**src/design/lkvc_pkg.sv**
```systemverilog
package lkvc_pkg;

    // Widths fixed by the item and register formats.
    localparam int KEY_W       = 32;
    localparam int VALUE_W     = 32;
    localparam int CAP_W       = 5;
    localparam int APB_DATA_W  = 32;
    localparam int APB_ADDR_W  = 3;
    localparam int ENTRIES_DEF = 16;
    localparam logic [CAP_W-1:0] CAP_RESET = CAP_W'(16);

    // Register byte addresses.
    localparam logic [APB_ADDR_W-1:0] ADDR_CAPACITY = APB_ADDR_W'(0);

    // Operation codes carried in the input tuser.
    localparam logic KIND_GET = 1'b0;
    localparam logic KIND_PUT = 1'b1;

    typedef enum logic [1:0] {
        ST_IDLE,
        ST_LOOK,
        ST_UPD
    } t_state;

    // Update command broadcast to every cell.
    typedef struct packed {
        logic en;       // apply this update
        logic wr_key;   // selected cell takes a new key and becomes valid
        logic wr_val;   // selected cell takes a new value
        logic age_all;  // every valid unselected cell ages by one
    } t_upd;

    // Lookup data handed from one cell to the next.
    typedef struct packed {
        logic               free_seen;  // an invalid cell lies further up the chain
        logic               hit;        // a matching cell lies further up the chain
        logic [VALUE_W-1:0] value;      // value of the matching cell, else zero
    } t_chain;

endpackage

```
**src/design/lkvc_cell.sv**
```systemverilog
module lkvc_cell #(
    parameter int RANK_W = 4
) (
    input  logic                  i_clk,
    input  logic                  i_rst_n,
    input  logic [lkvc_pkg::KEY_W-1:0]   i_key,
    input  logic [lkvc_pkg::VALUE_W-1:0] i_value,
    input  lkvc_pkg::t_upd        i_upd,
    input  logic                  i_sel,
    input  logic [RANK_W-1:0]     i_old_rank,
    input  logic [RANK_W-1:0]     i_lru_rank,
    input  lkvc_pkg::t_chain      i_chain,
    input  logic [RANK_W-1:0]     i_rank_chain,
    output lkvc_pkg::t_chain      o_chain,
    output logic [RANK_W-1:0]     o_rank_chain,
    output logic                  o_match,
    output logic                  o_lru,
    output logic                  o_first_free,
    output logic                  o_valid
);
    import lkvc_pkg::*;

    logic [KEY_W-1:0]   r_key;
    logic [VALUE_W-1:0] r_value;
    logic               r_valid;
    logic [RANK_W-1:0]  r_rank;

    always_comb begin
        o_match      = r_valid && (r_key == i_key);
        o_lru        = r_valid && (r_rank == i_lru_rank);
        o_first_free = !r_valid && !i_chain.free_seen;
        o_valid      = r_valid;

        o_chain.free_seen = i_chain.free_seen || !r_valid;
        o_chain.hit       = i_chain.hit || o_match;
        o_chain.value     = i_chain.value | (o_match ? r_value : '0);
        o_rank_chain      = i_rank_chain | (o_match ? r_rank : '0);
    end

    always_ff @(posedge i_clk) begin
        if (!i_rst_n) begin
            r_valid <= 1'b0;
            r_rank  <= '0;
        end else if (i_upd.en) begin
            if (i_sel) begin
                r_rank <= '0;
                if (i_upd.wr_key) begin
                    r_valid <= 1'b1;
                end
            end else if (r_valid && (i_upd.age_all || (r_rank < i_old_rank))) begin
                r_rank <= RANK_W'(r_rank + 1'b1);
            end
        end
    end

    always_ff @(posedge i_clk) begin
        if (i_upd.en && i_sel) begin
            if (i_upd.wr_key) begin
                r_key <= i_key;
            end
            if (i_upd.wr_val) begin
                r_value <= i_value;
            end
        end
    end

endmodule

```
**src/design/lru_key_value_cache_core.sv**
```systemverilog
// Fully associative key/value cache with least-recently-used replacement, built as a row
// of ENTRIES identical cells. Each input transaction is a get (tuser = 0) or a put
// (tuser = 1) with a 32-bit key and a 32-bit value in tdata; each produces exactly one
// output transaction carrying the hit flag in tuser and the read value in tdata (the
// stored value on a get hit, zero on a get miss and on every put). An item passes through
// a lookup state, in which every cell compares its key and the match, the first free
// cell and the matching value ripple along the chain, and then an update state, in which
// the chosen cell, if any, is written and the other cells age their recency ranks. A new
// transaction is accepted during the update state. The item register lets the next item
// enter while a result still waits; its lookup then repeats until the waiting result is
// taken. The capacity register (byte address 0) limits the number of valid entries; zero
// acts as one and values above ENTRIES act as ENTRIES. Lowering it below the current
// occupancy drops nothing; later put misses then replace the least recent entry. The
// register should be written only while the cache is idle. No clearing pass is needed
// after reset.
module lru_key_value_cache_core #(
    parameter int ENTRIES = lkvc_pkg::ENTRIES_DEF
) (
    input  logic        i_clk,
    input  logic        i_rst_n,

    input  logic        s_tvalid,
    output logic        s_tready,
    input  logic [63:0] s_tdata,   // [31:0] key, [63:32] value
    input  logic        s_tuser,   // [0] kind

    output logic        m_tvalid,
    input  logic        m_tready,
    output logic [31:0] m_tdata,   // [31:0] read_value
    output logic        m_tuser,   // [0] hit

    input  logic                               psel,
    input  logic                               penable,
    input  logic                               pwrite,
    input  logic [lkvc_pkg::APB_ADDR_W-1:0]    paddr,
    input  logic [lkvc_pkg::APB_DATA_W-1:0]    pwdata,
    output logic [lkvc_pkg::APB_DATA_W-1:0]    prdata,
    output logic                               pready
);
    import lkvc_pkg::*;

    localparam int RANK_W = (ENTRIES > 1) ? $clog2(ENTRIES) : 1;
    localparam int OCC_W  = $clog2(ENTRIES + 1);
    localparam int CMP_W  = (OCC_W > CAP_W) ? OCC_W : CAP_W;

    // Configuration register.
    logic [CAP_W-1:0] r_cap;

    assign pready = 1'b1;
    assign prdata = (paddr == ADDR_CAPACITY) ? APB_DATA_W'(r_cap) : '0;

    always_ff @(posedge i_clk) begin
        if (!i_rst_n) begin
            r_cap <= CAP_RESET;
        end else if (psel && penable && pwrite && pready && (paddr == ADDR_CAPACITY)) begin
            r_cap <= pwdata[CAP_W-1:0];
        end
    end

    // Control and item registers.
    t_state             r_state, n_state;
    logic               r_kind;
    logic [KEY_W-1:0]   r_key;
    logic [VALUE_W-1:0] r_value;
    logic [OCC_W-1:0]   r_occ;
    logic [ENTRIES-1:0] r_sel;
    logic [RANK_W-1:0]  r_old_rank;
    t_upd               r_upd;
    logic               r_m_valid;
    logic               r_m_hit;
    logic [VALUE_W-1:0] r_m_value;

    // Cell chain.
    t_chain             w_chain      [ENTRIES+1];
    logic [RANK_W-1:0]  w_rank_chain [ENTRIES+1];
    logic [ENTRIES-1:0] w_match, w_lru, w_free, w_valid;
    logic [RANK_W-1:0]  w_lru_rank;
    t_upd               w_upd;

    assign w_chain[0]      = '{free_seen: 1'b0, hit: 1'b0, value: '0};
    assign w_rank_chain[0] = '0;
    assign w_lru_rank      = RANK_W'(r_occ - 1'b1);
    // The update command is live only in the update cycle.
    assign w_upd           = (r_state == ST_UPD) ? r_upd : '0;

    for (genvar g = 0; g < ENTRIES; g++) begin : g_cell
        lkvc_cell #(.RANK_W(RANK_W)) u_cell (
            .i_clk        (i_clk),
            .i_rst_n      (i_rst_n),
            .i_key        (r_key),
            .i_value      (r_value),
            .i_upd        (w_upd),
            .i_sel        (r_sel[g]),
            .i_old_rank   (r_old_rank),
            .i_lru_rank   (w_lru_rank),
            .i_chain      (w_chain[g]),
            .i_rank_chain (w_rank_chain[g]),
            .o_chain      (w_chain[g+1]),
            .o_rank_chain (w_rank_chain[g+1]),
            .o_match      (w_match[g]),
            .o_lru        (w_lru[g]),
            .o_first_free (w_free[g]),
            .o_valid      (w_valid[g])
        );
    end

    // Effective capacity and the full test.
    logic [CMP_W-1:0] w_eff_cap;
    logic             w_full;
    logic             w_hit;

    always_comb begin
        if (r_cap == '0) begin
            w_eff_cap = CMP_W'(1);
        end else if (CMP_W'(r_cap) > CMP_W'(ENTRIES)) begin
            w_eff_cap = CMP_W'(ENTRIES);
        end else begin
            w_eff_cap = CMP_W'(r_cap);
        end
        w_full = CMP_W'(r_occ) >= w_eff_cap;
        w_hit  = w_chain[ENTRIES].hit;
    end

    // Handshake. The lookup completes only when the output register is free or is
    // being emptied in the same cycle; until then the lookup cycle repeats.
    logic w_in_acc;
    logic w_look_go;

    assign s_tready  = (r_state == ST_IDLE) || (r_state == ST_UPD);
    assign w_in_acc  = s_tvalid && s_tready;
    assign w_look_go = (r_state == ST_LOOK) && (!r_m_valid || m_tready);
    assign m_tvalid  = r_m_valid;
    assign m_tuser   = r_m_hit;
    assign m_tdata   = r_m_value;

    always_comb begin
        n_state = r_state;
        unique case (r_state)
            ST_IDLE: n_state = w_in_acc ? ST_LOOK : ST_IDLE;
            ST_LOOK: n_state = w_look_go ? ST_UPD : ST_LOOK;
            ST_UPD:  n_state = w_in_acc ? ST_LOOK : ST_IDLE;
            default: n_state = ST_IDLE;
        endcase
    end

    always_ff @(posedge i_clk) begin
        if (!i_rst_n) begin
            r_state   <= ST_IDLE;
            r_m_valid <= 1'b0;
            r_occ     <= '0;
            r_upd     <= '0;
        end else begin
            r_state <= n_state;

            if (w_look_go) begin
                r_m_valid <= 1'b1;
            end else if (m_tready) begin
                r_m_valid <= 1'b0;
            end

            if (w_look_go) begin
                // A hit promotes the entry; a put miss replaces the least recent
                // entry when full, otherwise fills the first free cell.
                r_upd.en      <= w_hit || (r_kind == KIND_PUT);
                r_upd.wr_key  <= !w_hit && (r_kind == KIND_PUT);
                r_upd.wr_val  <= r_kind == KIND_PUT;
                r_upd.age_all <= !w_hit && (r_kind == KIND_PUT) && !w_full;
            end

            if ((r_state == ST_UPD) && r_upd.age_all) begin
                r_occ <= OCC_W'(r_occ + 1'b1);
            end
        end
    end

    always_ff @(posedge i_clk) begin
        if (w_in_acc) begin
            r_kind  <= s_tuser;
            r_key   <= s_tdata[KEY_W-1:0];
            r_value <= s_tdata[KEY_W +: VALUE_W];
        end
        if (w_look_go) begin
            r_m_hit   <= w_hit;
            r_m_value <= (r_kind == KIND_GET) ? w_chain[ENTRIES].value : '0;
            if (w_hit) begin
                r_sel      <= w_match;
                r_old_rank <= w_rank_chain[ENTRIES];
            end else if (r_kind == KIND_PUT && w_full) begin
                r_sel      <= w_lru;
                r_old_rank <= w_lru_rank;
            end else if (r_kind == KIND_PUT) begin
                r_sel      <= w_free;
                r_old_rank <= '0;
            end else begin
                r_sel      <= '0;
                r_old_rank <= '0;
            end
        end
    end

    // The occupancy counter tracks the number of valid cells.
    a_occ_count: assert property (@(posedge i_clk) disable iff (!i_rst_n)
        $countones(w_valid) == 32'(r_occ))
        else $error("occupancy does not match valid cells");

    // An update touches at most one cell.
    a_sel_onehot: assert property (@(posedge i_clk) disable iff (!i_rst_n)
        (r_state == ST_UPD) |-> $onehot0(r_sel))
        else $error("more than one cell selected");

    // A lookup finds at most one matching key.
    a_match_unique: assert property (@(posedge i_clk) disable iff (!i_rst_n)
        $onehot0(w_match))
        else $error("duplicate key in cache");

    // An update that is applied always selects a cell.
    a_put_target: assert property (@(posedge i_clk) disable iff (!i_rst_n)
        (r_state == ST_UPD && r_upd.en) |-> (r_sel != '0))
        else $error("update without target cell");

endmodule
```
**config.mk**
```make
export PLATFORM = sky130hd
export DESIGN_NAME = lru_key_value_cache_core
export DESIGN_NICKNAME = d
export VERILOG_FILES = /design/src/design/lkvc_pkg.sv /design/src/design/lkvc_cell.sv /design/src/design/lru_key_value_cache_core.sv
export SDC_FILE = /design/constraint.sdc
export NUM_CORES = 2
export LEC_CHECK = 0
export BUFFER_PORTS_ARGS = -buffer_cell sky130_fd_sc_hd__buf_2
export CAP_MARGIN = 5
export CORE_AREA = 2 2 314 316
export CTS_CLUSTER_DIAMETER = 150
export DETAILED_ROUTE_END_ITERATION = 6
export DIE_AREA = 0 0 316 318
export HOLD_SLACK_MARGIN = 0.08
export PLACE_DENSITY = 0.74
export SYNTH_ARGS = -nofsm -noshare
export SYNTH_HDL_FRONTEND = slang
export SYNTH_SLANG_ARGS = --single-unit
```
**constraint.sdc**
```tcl
create_clock -name i_clk -period 6.5 [get_ports i_clk]
set_input_delay 1.625 -clock i_clk [delete_from_list [all_inputs] [get_ports i_clk]]
set_output_delay 1.625 -clock i_clk [all_outputs]
set_load 0.03 [all_outputs]
```
==> flow_summary_export.csv <==
group,metric,value,unit
logic_synthesis,avgSynthCellArea,15.43,sq um
drt,postRouteAntennaNets,0,
logic_synthesis,synth_commonest_cells,"edfxtp_1, xnor2_1, xor2_1, nand4_1, a22o_1",
worst_setup_path,r2r_end,"m_tdata[23]",
placement,gp_congestion,0.9805,
floorplan,die_y,318,um
logic_synthesis,syn_area,52990,sq um
cts,cts_root_buf,"clkbuf_16",
timing,tightest_slew,1284,ps
worst_setup_path,critPathCaptureType,"flop",
power_and_ir_drop,powerDensity,277.0,nW/um^2
worst_setup_path,crit_end,"m_tdata[23]",
cts,worstSkewPairLatency,750,ps
power_and_ir_drop,leakage,19.21,nW
finish,drive_gt1_frac,0.1343,
power_and_ir_drop,pwr-share-comb,0.038,
timing,period_minus_slack,4507,ps
grt,grt_pass1_wl,205.8,mm
worst_setup_path,crit_path_max_fanout,24,
worst_setup_path,crit_slowest_cell,"edfxtp_1",
floorplan,placementRows,115,
drt,vias_per_cell,6.443,
cts,cts_sinks,1239,
power_and_ir_drop,pwr-share-seq,0.546,
power_and_ir_drop,p_int,12.70,mW
floorplan,ios,175,
cts,htree_num_levels,3,
logic_synthesis,synth-seq-cells,1239,
drt,vias,32230,
logic_synthesis,synth_warnings,0,
drt,routed_wl,140.9,mm
placement,dp_slack,2169,ps
floorplan,start_util,0.5440,
grt,antenna_found_initial,1,
logic_synthesis,synthTopCellsByArea,"edfxtp_1, xnor2_1, xor2_1",
cts,clockBufferDepth,3,
finish,fin_nets,3794,
job,max_cap_viol_count,0,
run_status,status,"completed",
drt,route.detailed.wl_per_inst,28.16,um
worst_setup_path,worst-path-stages,9,
worst_setup_path,worstPathArrival,5040,ps
worst_setup_path,cp_num_buf_inv,2,
cts,cts_hold_buf,0,
finish,finalInstanceArea,58630,sq um
power_and_ir_drop,p_switching,3.538,mW
drt,drt_pass1_iterations,6,
finish,diodes,0,
worst_setup_path,cp_data_required_time,7030,ps
floorplan,fp.coreArea,97410,sq um
placement,hpwl,84.59,mm
timing,slew_viol_final,0,
finish,fill_cells,7140,
power_and_ir_drop,switching_share,0.2179,
logic_synthesis,ys.flop_type,"edfxtp_1",
worst_setup_path,critical_path_class,"reg2reg",
placement,place_inst,4783,
timing,rsz0062_at_grt,"no",
drt,first_iter_violations,3743,
logic_synthesis,synth.distinct_cells,65,
floorplan,die_w,316,um
timing,relSlewSlack,0.1358,
cts,cts_tree,"done",
worst_setup_path,cp_top_family,"simple AND/OR/NAND/NOR gates",
worst_setup_path,worst-r2r-cell-count,9,
logic_synthesis,async_flop_share,0,
timing,fmax,221.9,MHz
logic_synthesis,yosysSeqAreaShare,0.6838,
worst_setup_path,critPathLaunch,"r_key[0]",
cts,cts_buffers,118,
min_path,hp-class,"reg2reg",
logic_synthesis,synth_edf_count,1142,
timing,setup-tns-final,0,ps
worst_setup_path,crit_chain,"buf_4 -> xnor2_1 -> nand2_1 -> nor4_2 -> and3_2 -> buf_4 -> a22o_1 -> a221oi_1 -> a41oi_1",
power_and_ir_drop,clkPwrFrac,0.416,
placement,dpl_cell_area,54800,sq um
logic_synthesis,synth_most_common_cell,"edfxtp_1",
drt,drc_errors,0,
worst_setup_path,crit_top_cell,"buf_4",
cts,cts.clk_slew.worst_paths,70,ps
worst_setup_path,regToRegStartpoint,"r_key[0]",
logic_synthesis,synth_area_leader_cell,"edfxtp_1",
timing,worst_slack,1993,ps
grt,grt_util_all_layers,0.2789,
floorplan,dieArea,100500,sq um
grt,grt_overflow,0,
placement,port_buffers,119,
cts,ctsResizeCount,0,
worst_setup_path,crit_path_start_kind,"flop",
worst_setup_path,reg2reg_slack,1990,ps
cts,cts_setup_buffers,0,
timing,fin_skew,59.06,ps
timing,setup_viol,0,
finish,final_cells,5003,
logic_synthesis,syn_inst,3435,
power_and_ir_drop,peakVddDrop,282.3,uV
grt,grt_max_degree,61,
worst_setup_path,slowest_delay,1040,ps
finish,area_growth,10.64,%
timing,finalCritPeriodShare,0.6934,
timing,whs,551.7,ps
logic_synthesis,synth_top_cell_area_share,0.6471,
grt,grt_pass1_vias,31160,
timing,hold_violations,0,
## power groups by stage
stage	logic (mW)	registers, mW	clock network (mW)
after floorplan	0.404	9.00	0
after global placement	0.599	9.03	0
after detailed placement	0.608	9.03	0
after CTS	0.612	8.86	6.82
after global routing	0.656	8.87	7.11
final	0.618	8.87	6.76
## worst reg2reg max path, delay by kind of cell (launching register included)
family                    cells  cell delay [ps]
AOI/OAI and AO/OA             3              550
DFF                           1             1040
xor gates and xnor gates      1              190
and+or+nand+nor               3             1750
buffers and inverters         2              780
## per-layer routing
metal	global-route usage	part of all wire
met1	0.3825	0.39
met2	0.4487	0.47
met3	0.04363	0.096
met4	0.1093	0.041
met5	0	0
## logic make-up (layout without fill, tap and decap cells)
| family | after synthesis | after routing | share of synthesized area |
|---|---|---|---|
| adders and majority gates | 71 | 71 | 0.01676 |
| muxes | 4 | 4 | 0.0007556 |
| and+or+nand+nor | 761 | 761 | 0.08698 |
| other | 2 | 28 | 0.0001417 |
| buffers and inverters | 248 | 503 | 0.03183 |
| AOI/OAI and AO/OA | 490 | 490 | 0.07671 |
| DFF | 1239 | 1239 | 0.6838 |
| xor gates and xnor gates | 620 | 620 | 0.1030 |
## stage by stage
| stage | utilization | total power, mW |
|---|---|---|
| after floorplan | - | 9.407 |
| after global placement | 0.5625 | 9.628 |
| after detailed placement | 0.5625 | 9.641 |
| after CTS | 0.6019 | 16.30 |
| after global routing | 0.6019 | 16.64 |
| final | 0.6019 | 16.24 |
## sequential cells by signal (all words and copies together), names as in the netlist, 5 cells and up
name and cells:
g_cell.u_cell.r_value 512, g_cell.u_cell.o_valid 16, g_cell.u_cell.r_key 512, r_cap 5
r_value 32, g_cell.u_cell.r_rank 64, r_key 32, r_sel 16
m_tdata 32, r_occ 5
## layout by cell type (no fill, tap or decap), types with 8 or more instances in the layout
| cell | n |
|---|---|
| a21boi_0 | 22 |
| a21o_1 | 33 |
| a21oi_1 | 19 |
| a221oi_1 | 127 |
| a22o_1 | 128 |
| a41oi_1 | 32 |
| and2_1 | 10 |
| and3_1 | 34 |
| and3_2 | 32 |
| and3_4 | 8 |
| buf_2 | 119 |
| buf_4 | 125 |
| bufinv_16 | 10 |
| clkbuf_1 | 21 |
| clkbuf_16 | 118 |
| clkinv_1 | 36 |
| clkinv_2 | 17 |
| conb_1 | 28 |
| dfxtp_1 | 96 |
| edfxtp_1 | 1142 |
| ha_1 | 71 |
| inv_1 | 35 |
| nand2_1 | 83 |
| nand2b_1 | 37 |
| nand3_1 | 60 |
| nand4_1 | 206 |
| nand4b_1 | 9 |
| nor2_1 | 72 |
| nor3_1 | 33 |
| nor4_1 | 100 |
| nor4_2 | 8 |
| o2111ai_1 | 52 |
| o211ai_1 | 17 |
| o21a_1 | 19 |
| o21ai_2 | 9 |
| or3b_1 | 10 |
| or4_1 | 12 |
| xnor2_1 | 376 |
| xor2_1 | 239 |
## how the worst min path moves through the flow
stage                                  to  slack (ps)                  startpoint  depth (start not counted)
3_3_place_gp                     r_cap[0]         530                    r_cap[0]                          2
6_report                         r_cap[0]         550                    r_cap[0]                          2
3_5_place_dp                     r_cap[0]         540                    r_cap[0]                          2
2_1_floorplan                    r_upd[1]         490                    r_upd[1]                          2
5_1_grt        g_cell[4].u_cell.r_rank[1]         600  g_cell[4].u_cell.r_rank[1]                          2
4_1_cts                          r_cap[0]         550                    r_cap[0]                          2
## cell type report
| cell class | instances | area, sq um | share of cell area |
|---|---|---|---|
| flip-flops and latches | 1239 | 36240 | 0.6180 |
| multi-input cells | 1974 | 15220 | 0.2596 |
| clock buffers | 139 | 3032 | 0.05171 |
| well taps | 1287 | 1610 | 0.02746 |
| repair buffers | 247 | 1594 | 0.02719 |
| clock inverters | 81 | 802.0 | 0.01368 |
| inverters | 36 | 135.1 | 0.002305 |
Power figures use the tool's default switching activity.
